==> src/hw/rtl/set_assoc_cache_tag_lookup_assert.svh <==
// Assertion macros shared by the tag lookup RTL.
// Each expects clk_i and rst_ni in the scope where it is used.
`ifndef SET_ASSOC_CACHE_TAG_LOOKUP_ASSERT_SVH
`define SET_ASSOC_CACHE_TAG_LOOKUP_ASSERT_SVH

// Same-cycle implication.
`define SACL_ASSERT_NOW(lbl, ante, cons, msg) \
  lbl: assert property (@(posedge clk_i) disable iff (!rst_ni) (ante) |-> (cons)) \
    else $error(msg);

// Next-cycle implication.
`define SACL_ASSERT_NEXT(lbl, ante, cons, msg) \
  lbl: assert property (@(posedge clk_i) disable iff (!rst_ni) (ante) |=> (cons)) \
    else $error(msg);

`endif

==> src/hw/rtl/sacl_pkg.sv <==
`timescale 1ns / 1ps

package sacl_pkg;

  localparam int unsigned ADDR_W        = 32;
  localparam int unsigned OFFSET_W      = 4;
  localparam int unsigned SEED_W        = 16;
  localparam int unsigned CFG_IDX_W     = 1;
  localparam int unsigned CFG_DATA_W    = 16;
  localparam int unsigned COUNT_W       = 32;
  localparam int unsigned WAY_OUT_W     = 2;
  localparam int unsigned SET_OUT_W     = 6;
  localparam int unsigned MOD_W         = 4;
  localparam int unsigned QUEUE_DEPTH   = 2;
  localparam int unsigned SETS_DEFAULT  = 64;
  localparam int unsigned WAYS_DEFAULT  = 4;

  localparam logic [OFFSET_W-1:0] OFFSET_RESET = 4'd5;
  localparam logic [SEED_W-1:0]   SEED_RESET   = 16'd44257;

  // Register indexes on the write port
  localparam logic [CFG_IDX_W-1:0] CFG_OFFSET_BITS = 1'b0;
  localparam logic [CFG_IDX_W-1:0] CFG_RANDOM_SEED = 1'b1;

  typedef enum logic {
    BK_IDLE,
    BK_LOOK
  } back_state_e;

  typedef struct packed {
    logic                  offset_we;
    logic                  seed_we;
    logic [CFG_DATA_W-1:0] data;
  } cfg_wr_t;

  typedef logic [MOD_W-1:0] byte_mod_tbl_t [256];

  // floor(log2(sets))
  function automatic int unsigned idx_bits(int unsigned sets);
    int unsigned b;
    b = 0;
    for (int unsigned i = 1; i < 32; i++) begin
      if ((64'd1 << i) <= 64'(sets)) b = i;
    end
    return b;
  endfunction

  function automatic int unsigned set_bits(int unsigned sets);
    return (idx_bits(sets) > 0) ? idx_bits(sets) : 1;
  endfunction

  function automatic int unsigned way_bits(int unsigned ways);
    return (ways > 1) ? $clog2(ways) : 1;
  endfunction

  // Residues of one byte of a 16-bit value modulo k: entry v holds v mod k for the
  // low byte, or (v * 256) mod k for the high byte. Built by stepping, no divide.
  function automatic byte_mod_tbl_t byte_mod_tbl(int unsigned k, bit high_byte);
    byte_mod_tbl_t tbl;
    int unsigned   step;
    int unsigned   acc;
    step = 0;
    if (high_byte) begin
      for (int i = 0; i < 256; i++) begin
        step = step + 1;
        if (step >= k) step = 0;
      end
    end else begin
      step = (k > 1) ? 1 : 0;
    end
    acc = 0;
    for (int i = 0; i < 256; i++) begin
      tbl[i] = MOD_W'(acc);
      acc = acc + step;
      if (acc >= k) acc = acc - k;
    end
    return tbl;
  endfunction

endpackage

==> src/hw/rtl/sacl_front.sv <==
`timescale 1ns / 1ps
`include "set_assoc_cache_tag_lookup_assert.svh"

module sacl_front #(
  parameter int unsigned SETS = sacl_pkg::SETS_DEFAULT
) (
  input  logic                                    clk_i,
  input  logic                                    rst_ni,
  input  sacl_pkg::cfg_wr_t                       cfg_i,
  input  logic                                    in_valid_i,
  output logic                                    in_stall_o,
  input  logic [sacl_pkg::ADDR_W-1:0]             address_i,
  output logic                                    q_valid_o,
  input  logic                                    q_pop_i,
  output logic [sacl_pkg::set_bits(SETS)-1:0]     q_set_o,
  output logic [sacl_pkg::ADDR_W-sacl_pkg::idx_bits(SETS)-1:0] q_tag_o
);

  localparam int unsigned IB      = sacl_pkg::idx_bits(SETS);
  localparam int unsigned SET_W   = sacl_pkg::set_bits(SETS);
  localparam int unsigned TAG_W   = sacl_pkg::ADDR_W - IB;
  localparam int unsigned ENTRY_W = SET_W + TAG_W;
  localparam int unsigned DEPTH   = sacl_pkg::QUEUE_DEPTH;
  localparam int unsigned PTR_W   = (DEPTH > 1) ? $clog2(DEPTH) : 1;
  localparam int unsigned CNT_W   = $clog2(DEPTH + 1);

  logic [sacl_pkg::OFFSET_W-1:0] offset_q;
  logic [sacl_pkg::ADDR_W-1:0]   shifted;
  logic [SET_W-1:0]              set_d;
  logic [TAG_W-1:0]              tag_d;
  logic [ENTRY_W-1:0]            entry_q [DEPTH];
  logic [PTR_W-1:0]              wr_ptr_q, rd_ptr_q;
  logic [CNT_W-1:0]              cnt_q;
  logic                          push;

  // Split the address: drop the block offset, then set index, then tag.
  assign shifted = address_i >> offset_q;
  assign set_d   = (IB > 0) ? shifted[SET_W-1:0] : '0;
  assign tag_d   = TAG_W'(shifted >> IB);

  assign in_stall_o = (cnt_q == CNT_W'(DEPTH));
  assign push       = in_valid_i && !in_stall_o;
  assign q_valid_o  = (cnt_q != '0);
  assign {q_set_o, q_tag_o} = entry_q[rd_ptr_q];

  always_ff @(posedge clk_i or negedge rst_ni) begin
    if (!rst_ni) begin
      offset_q <= sacl_pkg::OFFSET_RESET;
      wr_ptr_q <= '0;
      rd_ptr_q <= '0;
      cnt_q    <= '0;
    end else begin
      if (cfg_i.offset_we) offset_q <= cfg_i.data[sacl_pkg::OFFSET_W-1:0];
      if (push) begin
        wr_ptr_q <= (wr_ptr_q == PTR_W'(DEPTH - 1)) ? '0 : wr_ptr_q + 1'b1;
      end
      if (q_pop_i) begin
        rd_ptr_q <= (rd_ptr_q == PTR_W'(DEPTH - 1)) ? '0 : rd_ptr_q + 1'b1;
      end
      if (push && !q_pop_i) begin
        cnt_q <= cnt_q + 1'b1;
      end else if (!push && q_pop_i) begin
        cnt_q <= cnt_q - 1'b1;
      end
    end
  end

  always_ff @(posedge clk_i) begin
    if (push) entry_q[wr_ptr_q] <= {set_d, tag_d};
  end

  `SACL_ASSERT_NOW(a_pop_nonempty, q_pop_i, cnt_q != '0, "queue popped while empty")

endmodule

==> config.mk <==
export PLATFORM = sky130hd
export DESIGN_NAME = sacl_front
export DESIGN_NICKNAME = d
export VERILOG_FILES = /design/src/hw/rtl/sacl_pkg.sv /design/src/hw/rtl/sacl_front.sv
export VERILOG_INCLUDE_DIRS = /design/src /design/src/hw/rtl
export SDC_FILE = /design/constraint.sdc
export NUM_CORES = 1
export LEC_CHECK = 0
export ABC_AREA = 1
export BUFFER_PORTS_ARGS = -buffer_cell sky130_fd_sc_hd__buf_2
export CORE_MARGIN = 4
export CORE_UTILIZATION = 42
export DETAILED_ROUTE_END_ITERATION = 7
export GPL_TIMING_DRIVEN = 0
export SLEW_MARGIN = 20
export SYNTH_ARGS = -nofsm -noshare
export SYNTH_HDL_FRONTEND = slang
export SYNTH_SLANG_ARGS = --single-unit
==> constraint.sdc <==
create_clock -name clk_i -period 2.6 [get_ports clk_i]
set_input_delay 0.52 -clock clk_i [delete_from_list [all_inputs] [get_ports clk_i]]
set_output_delay 0.52 -clock clk_i [all_outputs]
set_load 0.01 [all_outputs]
==> flow_metrics.tcl, run 1 <==
set metrics [dict create \
    status "complete, no violations" \
    drt_iter0_markers 267 \
    overflow 0 \
    worst_slew_pin_slew_ps 674.2 \
    slew_headroom_pct 54.58 \
    ys_seq_area_share_pct 52.80 \
    synth-seq-cells 72 \
    grt_usage_pct 20.72 \
    ant_nets 0 \
    post_cts_buffers 0 \
    antenna_found_initial 0 \
    avgSynthCellArea_um2 8.767 \
    grt_pass1_wl_um 17990 \
    holdCritPathClass "primary input to async pin" \
    port_buffers 74 \
    leakagePower_nw 2.149 \
    netlist_instances 459 \
    clock_latency_ps 350 \
    path_delay_family "buffers and inverters" \
    clock_sinks 72 \
    post_drt_via_cell_ratio 5.361 \
    arrival_ps 1860 \
    start_kind "register" \
    hold_buffers 0 \
    p_per_area_nw_per_um2 865.2 \
    power_mw 4.129 \
    synthesis.nets 514 \
    die_x_um 105.9 \
    cts_tree "done" \
    drt_first_pass_iters 5 \
    clockBufferDepth 2 \
    clkTransAtPathRegs_ps 80 \
    initial_core_util_pct 43.34 \
    die_h_um 105.9 \
    fin_area_um2 4772 \
    gp_congestion 0.9128 \
    cp_slowest_stage_delay_ps 370 \
    ir_drop_uv 441.4 \
    worst-path-buf-inv 3 \
    n_antenna_cell 0 \
    path_common_cell "buf_2" \
    drive_gt1_share_pct 26.36 \
    num_io_pins 88 \
    grt_max_degree 27 \
    crit_required_ps 2080 \
    totalWireLength_um 11040 \
    num_vias 3640 \
    synthDistinctLibCells 21 \
    critical_path_class "register to output port" \
    dpl-instance-area_um2 4611 \
    max_clock_freq_ghz 0.4210 \
    max_cap_violations 0 \
    critPathCaptureType "output port" \
    rsz0062_at_grt "false" \
    yosysWarnings 0 \
    wl_per_cell_um 16.25 \
    hold_viol_final 0 \
    drc 0 \
    die-area_um2 11210 \
    syn_area_um2 4024 \
    htreeDepth 3 \
    fin_crit_ps 2376 \
    cp_slowest_cell "dfrtp_1" \
    setup_viol 0 \
    core.rowCount 35 \
    cp_cell_sequence "clkbuf_1 -> buf_2 -> mux2_2 -> buf_2" \
    first_global_vias 3560 \
    syn_to_final_growth_pct 18.59 \
    final.setup.worst_slack_ps 224.4 \
    place_hpwl_um 8442 \
    cts_root_buffer "clkbuf_8" \
    drv_slew 0 \
    post-place-ws_ps 593.3 \
    core_area_um2 9284 \
    numCtsBuffers 9 \
    fin_worst_skew_ps 11.48 \
    cts_resized 0 \
    layout.nets 601 \
    finalCritPeriodShare_pct 91.37 \
    worstPathMaxFanout 10 \
]
[worst paths after layout]
kind	startpoint	end	slack (ps)	cells past startpoint
worst max-delay path	rd_ptr_q	q_tag_o[6]	220	4
worst min-delay path	rst_ni	cnt_q[0]	6	1
worst max register to register	cnt_q[0]	cnt_q[1]	650	6
worst min register to register	cnt_q[0]	cnt_q[0]	530	1
max in group asynchronous	rst_ni	offset_q[0]	2350	1
min in group clk_i	q_pop_i	rd_ptr_q	350	2
[cell families after synthesis]
| group | count (synthesis) | synth area share (%) |
|---|---|---|
| and+or+nand+nor | 307 | 32.46 |
| xor gates and xnor gates | 3 | 0.6531 |
| buffers and inverters | 37 | 3.949 |
| muxes | 32 | 8.955 |
| AOI/OAI and AO/OA | 7 | 0.8706 |
| adders and majority gates | 1 | 0.3109 |
| DFF | 72 | 52.80 |
[metal layers]
| metal | global-route usage, % | vias up | routed length, µm |
|---|---|---|---|
| met1 | 28.90 | 1727 | 4893 |
| met3 | 4.103 | 15 | 838 |
| met5 | 0 | - | 0 |
| li1 | - | 1751 | - |
| met4 | 7.308 | 0 | 195 |
| met2 | 32.15 | 147 | 5109 |
[Yosys cell counts]
library cell / n / share of area, %
nand3_1: 114 / 14
dfrtp_1: 6 / 3.7
buf_1: 2 / 0.19
ha_1: 1 / 0.31
nor3_1: 3 / 0.37
a21oi_1: 1 / 0.12
o21ai_0: 6 / 0.75
inv_2: 2 / 0.19
inv_1: 6 / 0.56
edfxtp_1: 64 / 48
nor2_1: 10 / 0.93
mux2_2: 32 / 9.0
and3_1: 1 / 0.16
xnor2_1: 1 / 0.22
nand2_1: 177 / 17
dfstp_2: 2 / 1.3
buf_2: 16 / 2.0
nand4_1: 2 / 0.31
xor2_1: 2 / 0.44
clkbuf_1: 10 / 0.93
clkinv_1: 1 / 0.093
[flip-flops by register name (all words and copies together), names as in the netlist]
register,flops
offset_q,4
rd_ptr_q,1
cnt_q,2
entry_q,64
wr_ptr_q,1
[metrics by stage]
stage	TNS, ps	instances	hold slack, ps	util (%)
final	0	679	6.495	51.40
after global routing	0	679	7.647	51.40
after floorplan	0	459	224.4	-
after global placement	-45890	662	385.1	49.07
after detailed placement	0	664	387.6	49.66
after CTS	0	679	3.390	51.40
[power by group]
group	switching [mW]	leakage (nW)	internal [mW]
Combinational	0.979	1.37	0.679
Sequential	0.0768	0.692	1.64
Clock	0.418	0.0886	0.337
Total	1.47	2.15	2.65
[layout by cell type, fill, tap and decap left out, drive strengths merged]
master / netlist / layout
nor2: 10 / 10
edfxtp: 64 / 64
clkbuf: 10 / 19
xnor2: 1 / 1
dfstp: 2 / 2
inv: 8 / 8
mux2: 32 / 32
a21oi: 1 / 1
nand3: 114 / 114
dfrtp: 6 / 6
nand4: 2 / 2
nand2: 177 / 177
nor3: 3 / 3
xor2: 2 / 2
ha: 1 / 1
buf: 18 / 94
o21ai: 6 / 6
and3: 1 / 1
clkinv: 1 / 7
[cell type report]
type	instances	area, µm²
clock buffer	9	123.9
multi-input combinational	350	1755
fill	944	4512
timing repair buffer	76	410.4
buffer	28	125.1
inverter	9	33.78
tap	129	161.4
clock inverter	6	37.54
sequential	72	2125
No activity file was read; power rests on OpenSTA's default activity.
==> inputs of run 2 (changes only) <==
Settings changed: GPL_TIMING_DRIVEN 0 to default, SLEW_MARGIN 20 to default.
Clock period 2.6 ns to 2.94 ns, I/O delays scaled along.
==> flow_metrics.tcl, run 2 (synthesis results as in run 1) <==
set metrics [dict create \
    top_usage_layer "met2" \
    grtUsageMet2_pct 28.51 \
    grt_max_degree 35 \
    fin_worst_skew_ps 7.332 \
    wl_per_cell_um 14.94 \
    path_delay_family "buffers and inverters" \
    worst_slew_pin_slew_ps 728.6 \
    fin_crit_ps 2243 \
    setup_viol 0 \
    top_register "entry_q" \
    max_cap_violations 0 \
    worstPathMaxFanout 32 \
    final_cell_mix "nand2_1, nand3_1, buf_2, edfxtp_1, mux2_2" \
    hold_viol_final 0 \
    holdCritPathClass "primary input to async pin" \
    numCtsBuffers 9 \
    clockBufferDepth 2 \
    syn_to_final_growth_pct 15.98 \
    whs_ps 79.68 \
    start_kind "register" \
    rsz0062_at_grt "false" \
    grt_usage_pct 18.07 \
    largest_register_ffs 64 \
    cts_tree "done" \
    met3_usage_pct 3.674 \
    clock_sinks 72 \
    post_drt_via_cell_ratio 5.270 \
    grt_pass1_wl_um 16000 \
    num_io_pins 88 \
    max_clock_freq_ghz 0.4458 \
    post_cts_buffers 0 \
    die-area_um2 11210 \
    drt_iter0_markers 336 \
    critPathCaptureType "output port" \
    drive_gt1_share_pct 25.66 \
    arrival_ps 1660 \
    p_per_area_nw_per_um2 763.5 \
    n_fill_cell 937 \
    clock_latency_ps 340 \
    layout.nets 580 \
    cp_cell_sequence "buf_4 -> mux2_2 -> buf_2" \
    top_regs "entry_q: 64 flops, offset_q: 4 flops, cnt_q: 2 flops" \
    totalWireLength_um 9845 \
    first_global_vias 3347 \
    cts_resized 0 \
    critical_path_class "register to output port" \
    hold_buffers 0 \
    core_area_um2 9284 \
    place_hpwl_um 6901 \
    htreeDepth 3 \
    cp_slowest_stage_delay_ps 390 \
    clkTransAtPathRegs_ps 70 \
    crit_required_ps 2350 \
    worst-path-buf-inv 2 \
    port_buffers 74 \
    timing.setup.tns_ps 0 \
    cp_slowest_cell "mux2_2" \
    drt_first_pass_iters 7 \
    antenna_found_initial 0 \
    gp_congestion 0.8618 \
    status "complete, no violations" \
    use_met1_pct 24.84 \
    die_x_um 105.9 \
    die_h_um 105.9 \
    drc 0 \
    leakagePower_nw 2.096 \
    finalCritPeriodShare_pct 76.30 \
    cts_root_buffer "clkbuf_8" \
    overflow 0 \
    core.rowCount 35 \
    initial_core_util_pct 43.34 \
    slew_headroom_pct 51.12 \
    num_vias 3473 \
    ant_nets 0 \
    ir_drop_uv 358.6 \
    final_common_cell "nand2_1" \
    drv_slew 0 \
    n_antenna_cell 0 \
]
[run 2: changes by cell type in the layout (fill, tap and decap cells not counted), sizes merged]
cell	before	now
buf	94	83
clkbuf	19	10
clkinv	7	6
clkinvlp	0	1
[run 2: stage by stage]
| stage | instance area [µm²] | instances | total power, mW | setup slack [ps] | utilization (%) |
|---|---|---|---|---|---|
| floorplan | 4024 | 459 | 2.475 | 411.3 | - |
| global placement | 4503 | 643 | 2.921 | 1038 | 48.50 |
| detailed placement | 4503 | 643 | 2.938 | 1023 | 48.50 |
| CTS | 4667 | 659 | 3.599 | 663.6 | 50.27 |
| global route | 4667 | 659 | 3.793 | 589.3 | 50.27 |
| finish | 4667 | 659 | 3.563 | 696.9 | 50.27 |
[run 2: metal layers]
metal / vias to the layer above / part of all wire [%]
met1: 1603 / 45
li1: 1714 / -
met3: 15 / 6.5
met5: - / 0
met4: 0 / 2.0
met2: 141 / 47
[run 2: worst register-to-register path: cells and delay by family (launching register included)]
kind | cells | cell delay (ps)
buffers and inverters | 1 | 310
flip-flops | 1 | 710
AND/OR/NAND/NOR | 6 | 710
[run 2: power by group]
group	switching (mW)	leakage, nW	internal, mW
sequential	0.0682	0.692	1.45
clock	0.362	0.0858	0.301
combinational	0.820	1.32	0.558
[run 2: layout make-up]
| cell class | instances | area [µm²] | area share, % |
|---|---|---|---|
| flip-flops and latches | 72 | 2125 | 45.52 |
| multi-input cells | 350 | 1745 | 37.40 |
| repair buffers | 83 | 437.9 | 9.383 |
| well taps | 129 | 161.4 | 3.458 |
| clock buffers | 10 | 127.6 | 2.735 |
| clock inverters | 6 | 36.28 | 0.7775 |
| inverters | 9 | 33.78 | 0.7239 |
[run 2: final timing paths]
path / from / end / slack, ps / cells after the start
setup / recovery: rd_ptr_q / q_tag_o[11] / 700 / 3
max in group asynchronous: rst_ni / offset_q[0] / 2610 / 1
hold / removal: rst_ni / rd_ptr_q / 80 / 1
setup reg to reg: offset_q[0] / entry_q[1][3] / 970 / 7
hold reg to reg: rd_ptr_q / rd_ptr_q / 480 / 1
min in group clk_i: q_pop_i / rd_ptr_q / 430 / 2
==> inputs of run 3 (changes only) <==
Settings changed: PLACE_DENSITY from default to 0.67.
Clock period 2.94 ns to 2 ns, I/O delays scaled along.
==> flow_metrics.tcl, run 3 (synthesis results as in run 1) <==
set metrics [dict create \
    drive_gt1_share_pct 25.28 \
    min_path_cells 2 \
    worstPathMaxFanout 33 \
    core.rowCount 35 \
    cts_tree "done" \
    ir_drop_uv 403.8 \
    power_switching_mw 1.866 \
    p_int_mw 3.460 \
    start_kind "register" \
    max_cap_violations 0 \
    rsz0062_at_grt "false" \
    top_register "entry_q" \
    cp_slowest_cell "dfrtp_1" \
    final_cells 659 \
    cts_root_buffer "clkbuf_8" \
    drc 0 \
    rrSetupSlack_ps 140 \
    core_area_um2 9284 \
    initial_core_util_pct 43.34 \
    first_global_vias 3373 \
    n_antenna_cell 0 \
    grt_pass1_wl_um 16280 \
    r2r_end "entry_q[1][0]" \
    hold_viol_final 0 \
    htreeDepth 3 \
    p_per_area_nw_per_um2 1131 \
    crit_required_ps 1600 \
    final_common_cell "nand2_1" \
    fin_crit_ps 1868 \
    whs_endpoint "rd_ptr_q" \
    overflow 0 \
    num_vias 3485 \
    whs_ps 246.0 \
    post-place-ws_ps 92.81 \
    clock_sinks 72 \
    cp_cell_sequence "buf_12 -> mux2_2 -> buf_2" \
    max_clock_freq_ghz 0.5354 \
    leakagePower_nw 2.109 \
    p_sw_share_pct 35.03 \
    dpl-instance-area_um2 4533 \
    syn_to_final_growth_pct 17.04 \
    worst_slew_pin_slew_ps 1021 \
    drv_slew 0 \
    n_fill_cell 914 \
    clockBufferDepth 2 \
    post_cts_buffers 0 \
    fin_area_um2 4710 \
    final.setup.worst_slack_ps 132.2 \
    gp_congestion 0.8496 \
    cp_slowest_stage_delay_ps 370 \
    place_hpwl_um 6975 \
    drt_first_pass_iters 7 \
    die_x_um 105.9 \
    largest_register_ffs 64 \
    status "complete, no violations" \
    ant_nets 0 \
    slew_headroom_pct 31.84 \
    top_regs "entry_q: 64 flops, offset_q: 4 flops, cnt_q: 2 flops" \
    clkTransAtPathRegs_ps 70 \
    layout.nets 580 \
    final_cell_mix "nand2_1, nand3_1, buf_2, edfxtp_1, mux2_2" \
    hp-start "q_pop_i" \
    rr_worst_depth 7 \
    die-area_um2 11210 \
    num_io_pins 88 \
    die_h_um 105.9 \
    antenna_found_initial 0 \
    port_buffers 74 \
    grt_max_degree 35 \
    fin_worst_skew_ps 7.558 \
    dp_cells 642 \
    drt_iter0_markers 340 \
    grt_usage_pct 18.34 \
    critical_path_class "register to output port" \
    finalCritPeriodShare_pct 93.39 \
    wl_per_cell_um 15.05 \
    critPathCaptureType "output port" \
    arrival_ps 1470 \
    timing.setup.tns_ps 0 \
    numCtsBuffers 9 \
    clkPwrFrac_pct 18.3 \
    clock_latency_ps 350 \
    holdCritPathClass "primary input to register" \
    post_drt_via_cell_ratio 5.288 \
    reg2reg_from "offset_q[0]" \
    totalWireLength_um 9918 \
    setup_viol 0 \
    seqPwrFrac_pct 42.0 \
    combPwrFrac_pct 39.7 \
]
run 3: cell types whose count changed in the layout (fill, tap and decap cells not counted):
cell           change
clkinv_2           -1
inv_4              +1
clkinv_1           +1
inv_2              -1
clkinv_4           +1
buf_12             +3
dlygate4sd3_1      +1
clkinvlp_4         -1
buf_4              -4
run 3: worst max-delay path by stage:
stage                           start             end  slack, ps  cells past startpoint
final                        rd_ptr_q     q_tag_o[14]        130                      3
after global routing      offset_q[2]  entry_q[0][30]         20                      5
after CTS                 offset_q[0]   entry_q[1][3]         90                      7
after detailed placement  offset_q[0]   entry_q[0][3]         90                      7
after global placement    offset_q[0]   entry_q[0][4]        120                      7
after floorplan              cnt_q[1]   entry_q[1][0]        110                      3
run 3: worst max-delay path: cells and delay by family, from the launching register on:
family | cells | cell delay, ps
multiplexers | 1 | 370
flip-flops | 1 | 370
buffers and inverters | 2 | 360
run 3: final cells by class:
cell class	count	area [µm²]	area share, %
clock buffer	10	127.6	2.710
clock inverter	6	36.28	0.7705
inverter	9	36.28	0.7705
multi-input combinational	350	1745	37.06
sequential	72	2125	45.11
tap	129	161.4	3.427
timing repair buffer	83	478.0	10.15
run 3: per-layer routing:
layer / vias up / global-route usage [%] / share of wire (%)
li1: 1714 / - / -
met1: 1620 / 23.36 / 44
met2: 133 / 31.33 / 49
met3: 18 / 3.552 / 5.5
met4: 0 / 6.013 / 2.2
met5: - / 0 / 0
run 3: power by group through the flow:
| stage | registers [mW] | logic, mW | clock network, mW |
|---|---|---|---|
| floorplan | 2.24 | 1.40 | 0 |
| global placement | 2.25 | 2.10 | 0 |
| detailed placement | 2.27 | 2.14 | 0 |
| CTS | 2.24 | 2.15 | 1.01 |
| global route | 2.27 | 2.33 | 1.07 |
| finish | 2.24 | 2.11 | 0.976 |
run 3: repair_timing:
item                                   in CTS  in global routing
endpoints found under the hold margin       6                  0
setup endpoints to repair                   0                 30
hold buffers                                1                  0
resized for setup                           0                  2
run 3: stage by stage:
stage	utilization [%]	power [mW]
2_1_floorplan	-	3.638
3_3_place_gp	48.83	4.347
3_5_place_dp	48.83	4.411
4_1_cts	50.70	5.393
5_1_grt	50.73	5.673
6_report	50.73	5.325
